File: src/hw/rtl/satd_pkg.sv
// satd_pkg: widths, block-size codes, pipeline control struct and helpers
// shared by the 4x4 Hadamard SATD block cost datapath.
// No dependencies.
`default_nettype none

package satd_pkg;

	localparam int PIX_BITS   = 8;
	localparam int LANES      = 8;
	localparam int GROUP      = 4;
	localparam int GROUPS     = LANES / GROUP;
	localparam int VFREQ      = 4;
	localparam int D_W        = PIX_BITS + 1;   // residual
	localparam int H_W        = D_W + 2;        // after 4-point row transform
	localparam int ACC_W      = H_W + 2;        // after 4-point column transform
	localparam int ABS_W      = ACC_W - 1;      // |coef| <= 4080
	localparam int LSUM_W     = ABS_W + 2;      // four coefs of one lane
	localparam int TILE_W     = LSUM_W + 3;     // eight lanes
	localparam int COST_W     = 20;
	localparam int ROW_W      = 5;
	localparam int FIFO_DEPTH = 2;
	localparam int CNT_W      = 2;

	localparam logic [1:0] BSZ_4X4   = 2'd0;
	localparam logic [1:0] BSZ_8X8   = 2'd1;
	localparam logic [1:0] BSZ_16X16 = 2'd2;

	localparam logic [ROW_W-1:0] LAST_4X4   = 5'd3;
	localparam logic [ROW_W-1:0] LAST_8X8   = 5'd7;
	localparam logic [ROW_W-1:0] LAST_16X16 = 5'd31;

	typedef logic signed [D_W-1:0]   satd_d_t;
	typedef logic signed [H_W-1:0]   satd_h_t;
	typedef logic signed [ACC_W-1:0] satd_acc_t;

	typedef struct packed {
		logic       valid;
		logic       tile_start;  // row 0 of a tile row
		logic       tile_end;    // row 3 of a tile row
		logic       blk_end;     // last row of the block
		logic [1:0] row;         // row within the tile
	} satd_ctrl_t;

	// mode 3 decodes as 16x16
	function automatic logic [1:0] decode_mode(input logic [1:0] m);
		logic [1:0] b;
		case (m)
			BSZ_4X4: b = BSZ_4X4;
			BSZ_8X8: b = BSZ_8X8;
			default: b = BSZ_16X16;
		endcase
		return b;
	endfunction

	function automatic logic [ROW_W-1:0] last_row(input logic [1:0] b);
		logic [ROW_W-1:0] l;
		case (b)
			BSZ_4X4: l = LAST_4X4;
			BSZ_8X8: l = LAST_8X8;
			default: l = LAST_16X16;
		endcase
		return l;
	endfunction

	// sign of Hadamard row k at column r: true when negative
	function automatic logic coef_neg(input logic [1:0] k, input logic [1:0] r);
		logic n;
		case (k)
			2'd0:    n = 1'b0;
			2'd1:    n = r[0];
			2'd2:    n = r[1];
			default: n = r[0] ^ r[1];
		endcase
		return n;
	endfunction

endpackage

`default_nettype wire

File: src/hw/rtl/satd_hrow.sv
// satd_hrow: residual and 4-point horizontal Hadamard for one group of
// four lanes. Combinational. Depends on satd_pkg.
`default_nettype none

module satd_hrow (
	input  wire logic [satd_pkg::GROUP*satd_pkg::PIX_BITS-1:0] src,
	input  wire logic [satd_pkg::GROUP*satd_pkg::PIX_BITS-1:0] refp,
	input  wire logic                                          blank,
	output satd_pkg::satd_h_t                                  h [satd_pkg::GROUP]
);

	satd_pkg::satd_d_t d [satd_pkg::GROUP];
	satd_pkg::satd_h_t x [satd_pkg::GROUP];

	always_comb begin
		for (int j = 0; j < satd_pkg::GROUP; j++) begin
			if (blank) begin
				d[j] = '0;
			end else begin
				d[j] = satd_pkg::satd_d_t'({1'b0, src[j*satd_pkg::PIX_BITS +: satd_pkg::PIX_BITS]})
				     - satd_pkg::satd_d_t'({1'b0, refp[j*satd_pkg::PIX_BITS +: satd_pkg::PIX_BITS]});
			end
			x[j] = satd_pkg::satd_h_t'(d[j]);
		end
		h[0] = x[0] + x[1] + x[2] + x[3];
		h[1] = x[0] - x[1] + x[2] - x[3];
		h[2] = x[0] + x[1] - x[2] - x[3];
		h[3] = x[0] - x[1] - x[2] + x[3];
	end

endmodule

`default_nettype wire

File: src/hw/rtl/satd_lane.sv
// satd_lane: one lane's four vertical-frequency accumulators and the sum of
// their magnitudes at tile end. Depends on satd_pkg.
`default_nettype none

module satd_lane (
	input  wire logic                       clk,
	input  wire logic                       en,
	input  wire satd_pkg::satd_ctrl_t       ctrl_s1,
	input  wire satd_pkg::satd_h_t          h_s1,
	output logic [satd_pkg::LSUM_W-1:0]     lane_sum_s3
);

	satd_pkg::satd_acc_t acc_q [satd_pkg::VFREQ];
	satd_pkg::satd_acc_t acc_nxt [satd_pkg::VFREQ];
	logic [satd_pkg::LSUM_W-1:0] mag_sum;

	always_comb begin
		satd_pkg::satd_acc_t c;
		for (int k = 0; k < satd_pkg::VFREQ; k++) begin
			c = satd_pkg::coef_neg(2'(k), ctrl_s1.row) ? -satd_pkg::satd_acc_t'(h_s1)
			                                           :  satd_pkg::satd_acc_t'(h_s1);
			acc_nxt[k] = ctrl_s1.tile_start ? c : acc_q[k] + c;
		end
	end

	// magnitudes of the finished column sums; acc_q holds row 3 by now
	always_comb begin
		satd_pkg::satd_acc_t a;
		mag_sum = '0;
		for (int k = 0; k < satd_pkg::VFREQ; k++) begin
			a = acc_q[k][satd_pkg::ACC_W-1] ? -acc_q[k] : acc_q[k];
			mag_sum = mag_sum + satd_pkg::LSUM_W'(a[satd_pkg::ABS_W-1:0]);
		end
	end

	always_ff @(posedge clk) begin
		if (en) begin
			if (ctrl_s1.valid) begin
				for (int k = 0; k < satd_pkg::VFREQ; k++) acc_q[k] <= acc_nxt[k];
			end
			lane_sum_s3 <= mag_sum;
		end
	end

endmodule

`default_nettype wire

File: src/hw/rtl/satd_merge.sv
// satd_merge: adds the eight lane sums into a tile cost, keeps the block
// total and holds finished costs in a two-entry output queue.
// Depends on satd_pkg.
`default_nettype none

module satd_merge (
	input  wire logic                         clk,
	input  wire logic                         arst_n,
	input  wire logic [satd_pkg::LSUM_W-1:0]  lane_sum_s3 [satd_pkg::LANES],
	input  wire satd_pkg::satd_ctrl_t         ctrl_s3,
	input  wire logic                         out_ready,
	output logic                              out_valid,
	output logic [satd_pkg::COST_W-1:0]       out_cost,
	output logic                              en
);

	logic [satd_pkg::TILE_W-1:0] tile_sum;
	logic [satd_pkg::TILE_W-1:0] tile_s4;
	satd_pkg::satd_ctrl_t        ctrl_s4;
	logic [satd_pkg::COST_W-1:0] block_sum_q;
	logic [satd_pkg::COST_W-1:0] block_nxt;
	logic [satd_pkg::COST_W-1:0] ent_q [satd_pkg::FIFO_DEPTH];
	logic                        wr_ptr_q;
	logic                        rd_ptr_q;
	logic [satd_pkg::CNT_W-1:0]  cnt_q;
	logic                        push;
	logic                        pop;

	always_comb begin
		tile_sum = '0;
		for (int i = 0; i < satd_pkg::LANES; i++) begin
			tile_sum = tile_sum + satd_pkg::TILE_W'(lane_sum_s3[i]);
		end
	end

	assign en        = cnt_q != satd_pkg::CNT_W'(satd_pkg::FIFO_DEPTH);
	assign block_nxt = block_sum_q + satd_pkg::COST_W'(tile_s4);
	assign push      = en && ctrl_s4.valid && ctrl_s4.blk_end;
	assign out_valid = cnt_q != '0;
	assign pop       = out_valid && out_ready;
	assign out_cost  = ent_q[rd_ptr_q];

	always_ff @(posedge clk or negedge arst_n) begin
		if (!arst_n) begin
			ctrl_s4     <= '0;
			block_sum_q <= '0;
			wr_ptr_q    <= 1'b0;
			rd_ptr_q    <= 1'b0;
			cnt_q       <= '0;
		end else begin
			if (en) begin
				ctrl_s4 <= ctrl_s3;
				if (ctrl_s4.valid && ctrl_s4.tile_end) begin
					block_sum_q <= ctrl_s4.blk_end ? '0 : block_nxt;
				end
			end
			if (push) wr_ptr_q <= ~wr_ptr_q;
			if (pop)  rd_ptr_q <= ~rd_ptr_q;
			if (push && !pop)      cnt_q <= cnt_q + 1'b1;
			else if (pop && !push) cnt_q <= cnt_q - 1'b1;
		end
	end

	always_ff @(posedge clk) begin
		if (en) tile_s4 <= tile_sum;
		if (push) ent_q[wr_ptr_q] <= block_nxt;
	end

endmodule

`default_nettype wire

File: src/hw/rtl/hadamard_satd_block_cost.sv
// hadamard_satd_block_cost: top level of the 4x4 Hadamard SATD block cost.
// Depends on satd_pkg, satd_hrow, satd_lane, satd_merge.
//
//  channel | dir | fields (low bit up)                          | beat
//  --------+-----+----------------------------------------------+---------------
//  s_axis  | in  | tdata: src_pixels[63:0], ref_pixels[127:64]  | one pixel row
//          |     | tuser: mode[1:0]                             |
//  m_axis  | out | tdata: cost[19:0], zero[23:20]               | one block cost
//
// Cycles: one row beat per clock unless stalled; lanes and merge stage pipelined.
// Path: a block's cost is built through h_s1, acc_q, lane_sum_s3 and tile_s4, then queued.
// Stalls: a two-entry output queue absorbs results; s_axis_tready drops only
//   while two finished costs wait unread, and the whole pipe then holds.
// Reset: arst_n clears the row counter, block size, block sum, stage valids
//   and the output queue; the coefficient accumulators need no reset since
//   row 0 of every tile overwrites them.
`default_nettype none

module hadamard_satd_block_cost (
	input  wire logic         clk,
	input  wire logic         arst_n,
	input  wire logic         s_axis_tvalid,
	output logic              s_axis_tready,
	input  wire logic [127:0] s_axis_tdata,   // src_pixels[63:0], ref_pixels[127:64]
	input  wire logic [1:0]   s_axis_tuser,   // mode[1:0]
	output logic              m_axis_tvalid,
	input  wire logic         m_axis_tready,
	output logic [23:0]       m_axis_tdata    // cost[19:0], zero pad[23:20]
);

	localparam int GRP_BITS = satd_pkg::GROUP * satd_pkg::PIX_BITS;
	localparam int ROW_BITS = satd_pkg::LANES * satd_pkg::PIX_BITS;

	logic                          en;
	logic                          accept;
	logic [satd_pkg::ROW_W-1:0]    row_count_q;
	logic [1:0]                    block_size_q;
	logic [1:0]                    bsz;
	logic                          blk_end;
	satd_pkg::satd_ctrl_t          ctrl_in;
	satd_pkg::satd_ctrl_t          ctrl_s1;
	satd_pkg::satd_ctrl_t          ctrl_s2;
	satd_pkg::satd_ctrl_t          ctrl_s3;
	satd_pkg::satd_h_t             h_comb [satd_pkg::LANES];
	satd_pkg::satd_h_t             h_s1   [satd_pkg::LANES];
	logic [satd_pkg::LSUM_W-1:0]   lane_sum_s3 [satd_pkg::LANES];
	logic [satd_pkg::COST_W-1:0]   cost;

	assign s_axis_tready = en;
	assign accept        = s_axis_tvalid && en;

	// block size comes from the first row; later rows use the latched one
	assign bsz     = (row_count_q == '0) ? satd_pkg::decode_mode(s_axis_tuser) : block_size_q;
	assign blk_end = row_count_q >= satd_pkg::last_row(bsz);

	always_comb begin
		ctrl_in.valid      = 1'b1;
		ctrl_in.row        = row_count_q[1:0];
		ctrl_in.tile_start = row_count_q[1:0] == 2'd0;
		ctrl_in.tile_end   = row_count_q[1:0] == 2'd3;
		ctrl_in.blk_end    = blk_end;
	end

	// row transform, one unit per group of four lanes; 4x4 blanks the upper group
	for (genvar g = 0; g < satd_pkg::GROUPS; g++) begin : g_hrow
		satd_pkg::satd_h_t hg [satd_pkg::GROUP];

		satd_hrow u_hrow (
			.src   (s_axis_tdata[g*GRP_BITS +: GRP_BITS]),
			.refp  (s_axis_tdata[ROW_BITS + g*GRP_BITS +: GRP_BITS]),
			.blank ((g != 0) && (bsz == satd_pkg::BSZ_4X4)),
			.h     (hg)
		);

		for (genvar j = 0; j < satd_pkg::GROUP; j++) begin : g_map
			assign h_comb[g*satd_pkg::GROUP + j] = hg[j];
		end
	end

	always_ff @(posedge clk or negedge arst_n) begin
		if (!arst_n) begin
			row_count_q  <= '0;
			block_size_q <= satd_pkg::BSZ_4X4;
			ctrl_s1      <= '0;
			ctrl_s2      <= '0;
			ctrl_s3      <= '0;
		end else begin
			if (accept) begin
				block_size_q <= bsz;
				row_count_q  <= blk_end ? '0 : row_count_q + 1'b1;
			end
			if (en) begin
				ctrl_s1 <= accept ? ctrl_in : '0;
				ctrl_s2 <= ctrl_s1;
				ctrl_s3 <= ctrl_s2;
			end
		end
	end

	always_ff @(posedge clk) begin
		if (en) begin
			for (int i = 0; i < satd_pkg::LANES; i++) h_s1[i] <= h_comb[i];
		end
	end

	// column transform lanes
	for (genvar i = 0; i < satd_pkg::LANES; i++) begin : g_lane
		satd_lane u_lane (
			.clk         (clk),
			.en          (en),
			.ctrl_s1     (ctrl_s1),
			.h_s1        (h_s1[i]),
			.lane_sum_s3 (lane_sum_s3[i])
		);
	end

	satd_merge u_merge (
		.clk         (clk),
		.arst_n      (arst_n),
		.lane_sum_s3 (lane_sum_s3),
		.ctrl_s3     (ctrl_s3),
		.out_ready   (m_axis_tready),
		.out_valid   (m_axis_tvalid),
		.out_cost    (cost),
		.en          (en)
	);

	assign m_axis_tdata = {4'b0, cost};

`ifndef SYNTHESIS
	// input is refused only while finished costs are waiting
	a_stall_has_output: assert property (@(posedge clk) disable iff (!arst_n)
		!s_axis_tready |-> m_axis_tvalid)
		else $error("input stalled with no result pending");

	// a block always ends on the last row of a tile
	a_blk_end_tile: assert property (@(posedge clk) disable iff (!arst_n)
		ctrl_s1.valid && ctrl_s1.blk_end |-> ctrl_s1.tile_end)
		else $error("block ended inside a tile");

	// the row after a block's last row starts a new block
	a_row_wrap: assert property (@(posedge clk) disable iff (!arst_n)
		accept && blk_end |=> row_count_q == '0)
		else $error("row counter did not wrap at block end");

	// latched block size is always a decoded code
	a_bsz_code: assert property (@(posedge clk) disable iff (!arst_n)
		block_size_q != 2'd3)
		else $error("undecoded block size latched");
`endif

endmodule

`default_nettype wire
File: config.mk
export PLATFORM = sky130hd
export DESIGN_NAME = hadamard_satd_block_cost
export DESIGN_NICKNAME = d
export VERILOG_FILES = /design/src/hw/rtl/satd_pkg.sv /design/src/hw/rtl/satd_hrow.sv /design/src/hw/rtl/satd_lane.sv /design/src/hw/rtl/satd_merge.sv /design/src/hw/rtl/hadamard_satd_block_cost.sv
export SDC_FILE = /design/constraint.sdc
export NUM_CORES = 2
export LEC_CHECK = 0
export ABC_AREA = 1
export BUFFER_PORTS_ARGS = -buffer_cell sky130_fd_sc_hd__buf_2
export CORE_MARGIN = 2
export CORE_UTILIZATION = 65
export DETAILED_ROUTE_END_ITERATION = 8
export PLACE_DENSITY = 0.88
export RECOVER_POWER = 100
export SLEW_MARGIN = 20
export SYNTH_ARGS = -nofsm -noshare
export SYNTH_HDL_FRONTEND = slang
export SYNTH_SLANG_ARGS = --single-unit
File: constraint.sdc
create_clock -name clk -period 34.1 [get_ports clk]
set_input_delay 1.705 -clock clk [delete_from_list [all_inputs] [get_ports clk]]
set_output_delay 1.705 -clock clk [all_outputs]
set_load 0.05 [all_outputs]
==> reports/metrics.cfg <==
[run_status]
status = complete, but fails checks
violations = DRC, capacitance limit, slew limit

[sta]
fin_skew_ps = 28.7
slew_headroom_pct = -554
rsz0062_at_grt = false
finalHoldViolCount = 0
finalSetupTns_ps = 0
finalCritPeriodShare_pct = 42.3
fmax_ghz = 0.0693
setup_viol = 0
worstMarginPinSlew_ps = 9800
drv_slew = 1667
layout_min_cycle_time_ps = 14440

[drt]
drtAntennaViolNets = 0
drc = 1
viasPerCell = 5.95
drt_first_pass_iters = 9
wire_per_inst_um = 18.0
drt_iter0_markers = 8715
routed_wl_mm = 242
num_vias = 80070

[yosys]
synth_mux_area_share_pct = 0
netlist_area_sq_um = 84700
synth_top_area_share_pct = 23.8
dominantRegCellSynth = edfxtp_1
synth_warnings = 0
yosysTopAreaCell = edfxtp_1
syn_inst = 11572
synth_xor_area_share_pct = 8.54
ys_async_sr_fraction_pct = 6.42
synth_most_common_cell = nand2_1
synth_area_per_cell_sq_um = 7.32
synth_edf_count = 671
synth_fa_ha_area_share_pct = 20.2
synth_top_family_by_area = simple AND/OR/NAND/NOR gates
netlist-cell-type-count = 60
synth_common_cells = nand2_1, inv_1, ha_1
synth_area_leaders = edfxtp_1, nand2_1, ha_1
ys_seq_area_share_pct = 25.1
ys_seq_elements = 717
synth-simple-area-share_pct = 25.6
synth_compound_area_share_pct = 11.9

[global_route]
grt_pass1_wl_mm = 388
first_global_vias = 76703
grt-ovfl-total = 0
grt_use_total_pct = 35.9
antenna_found_initial = 7
grt_max_degree = 156

[clock_network]
clk_pin_slew_ps = 60
htreeDepth = 3
cts.sinks = 717
cts_hold_buf = 0
cts_buffers = 87
cts-resized-gates = 0
clock_path_buffers = 3
root_buffer = clkbuf_16
clk_latency_ps = 730
cts_tree = built
postCtsSetupBuffers = 0

[hold_path]
worstHoldPathCells = 2
worstHoldStart = ctrl_s2[5]
hold_class = reg2reg
hold_path_end = ctrl_s3[5]

[placed_design]
place_hpwl_mm = 189
place_congestion = 0.986
numPortBuffers = 155

[critical_path]
crit_fanout = 155
criticalPathCategory = reg2reg
arrival_ps = 14670
timing.rr.start = u_merge.cnt_q[1]
crit_path_end_kind = register
worstSetupStartpointType = register
r2r_cells = 7
cp_data_required_time_ps = 34330
r2r_slack_ps = 19660
reg2reg_to = g_lane[1].u_lane.acc_q[1][5]

[floorplan]
die_y_um = 365
chipWidth_um = 365
die_area_sq_um = 133000
initial_core_util_pct = 65.4
core_sq_um = 129000
rows = 132
pin_count = 160

[final_layout]
drive_gt1_share_pct = 3.69
area_growth_pct = 6.06
utilization_pct = 69.4
fill_cells = 10773
layout.nets = 12959

[job]
max-cap-violations = 24

layout by cell type (no fill, tap or decap), types with 118 or more instances in the layout:
| cell type | n |
|---|---|
| a21oi_1 | 658 |
| buf_2 | 132 |
| edfxtp_1 | 671 |
| fa_1 | 322 |
| ha_1 | 856 |
| inv_1 | 1624 |
| nand2_1 | 3031 |
| nand3_1 | 846 |
| nand4_1 | 219 |
| nor2_1 | 800 |
| nor3_1 | 118 |
| o21ai_0 | 654 |
| xnor2_1 | 312 |
| xor2_1 | 505 |
logic make-up after synthesis:
group,count (synthesis)
flip-flops,717
AND/OR/NAND/NOR,5175
buffers and inverters,1862
AO/OA/AOI/OAI,1817
adder cells (fa/ha/maj),1178
other,1
XOR/XNOR,822
layer usage:
metal	part of all wire, %	GRT usage, %	vias to the layer above
met1	40	47.2	37056
met4	5.0	15.7	6
li1	-	-	38332
met2	45	58.8	3916
met3	9.7	5.48	760
met5	0.014	0	-
stage by stage:
stage          setup slack [ps]  cell area [sq um]  hold slack (ps)  cells
6_report                  19660              89900              467  13465
4_1_cts                   28360              90000              469  13463
3_3_place_gp              27730              87000              452  13300
5_1_grt                   18880              89900              514  13463
3_5_place_dp              27650              87000              453  13300
2_1_floorplan             14960              84700              442  11575
registers in the layout, summed over array words and instances (netlist names), 5 cells and up:
register and flops:
ctrl_s1 6, g_lane.u_lane.acc_q 416, g_lane.u_lane.lane_sum_s3 112, h_s1 86
row_count_q 5, u_merge.block_sum_q 20, u_merge.ent_q 40, u_merge.tile_s4 17
final cells by class:
class                      count  area, sq um  share of cell area (%)
antenna                        2         5.00                 0.00557
clock buffer                 104         2340                    2.61
clock inverter                59          667                   0.742
inverter                    1660         6240                    6.94
multi-input combinational   8996        56200                    62.6
sequential                   717        21300                    23.7
tap                         1742         2180                    2.43
timing repair buffer         185          890                   0.990
critical path, stage by stage (launching register included):
cell and delay, ps:
dfrtp_1 360, inv_1 120, nor2_2 40, clkbuf_1 430
nor2_4 210, clkbuf_1 6570, clkbuf_1 3110, clkbuf_1 2710
worst max path at each step:
stage	start	endpoint	slack, ps	cells past startpoint
final	u_merge.cnt_q[1]	g_lane[1].u_lane.acc_q[1][5]	19660	7
after global routing	u_merge.cnt_q[1]	g_lane[1].u_lane.acc_q[1][4]	18880	7
after CTS	s_axis_tdata[40]	h_s1[1][20]	28360	26
after detailed placement	s_axis_tdata[40]	h_s1[1][20]	27650	26
after global placement	s_axis_tdata[40]	h_s1[1][42]	27730	26
after floorplan	u_merge.cnt_q[1]	g_lane[0].u_lane.acc_q[0][0]	14960	4
Power is left out: the tool's default activity adds up to more than one toggle a clock period on the data nets, which glitch-free logic cannot reach.
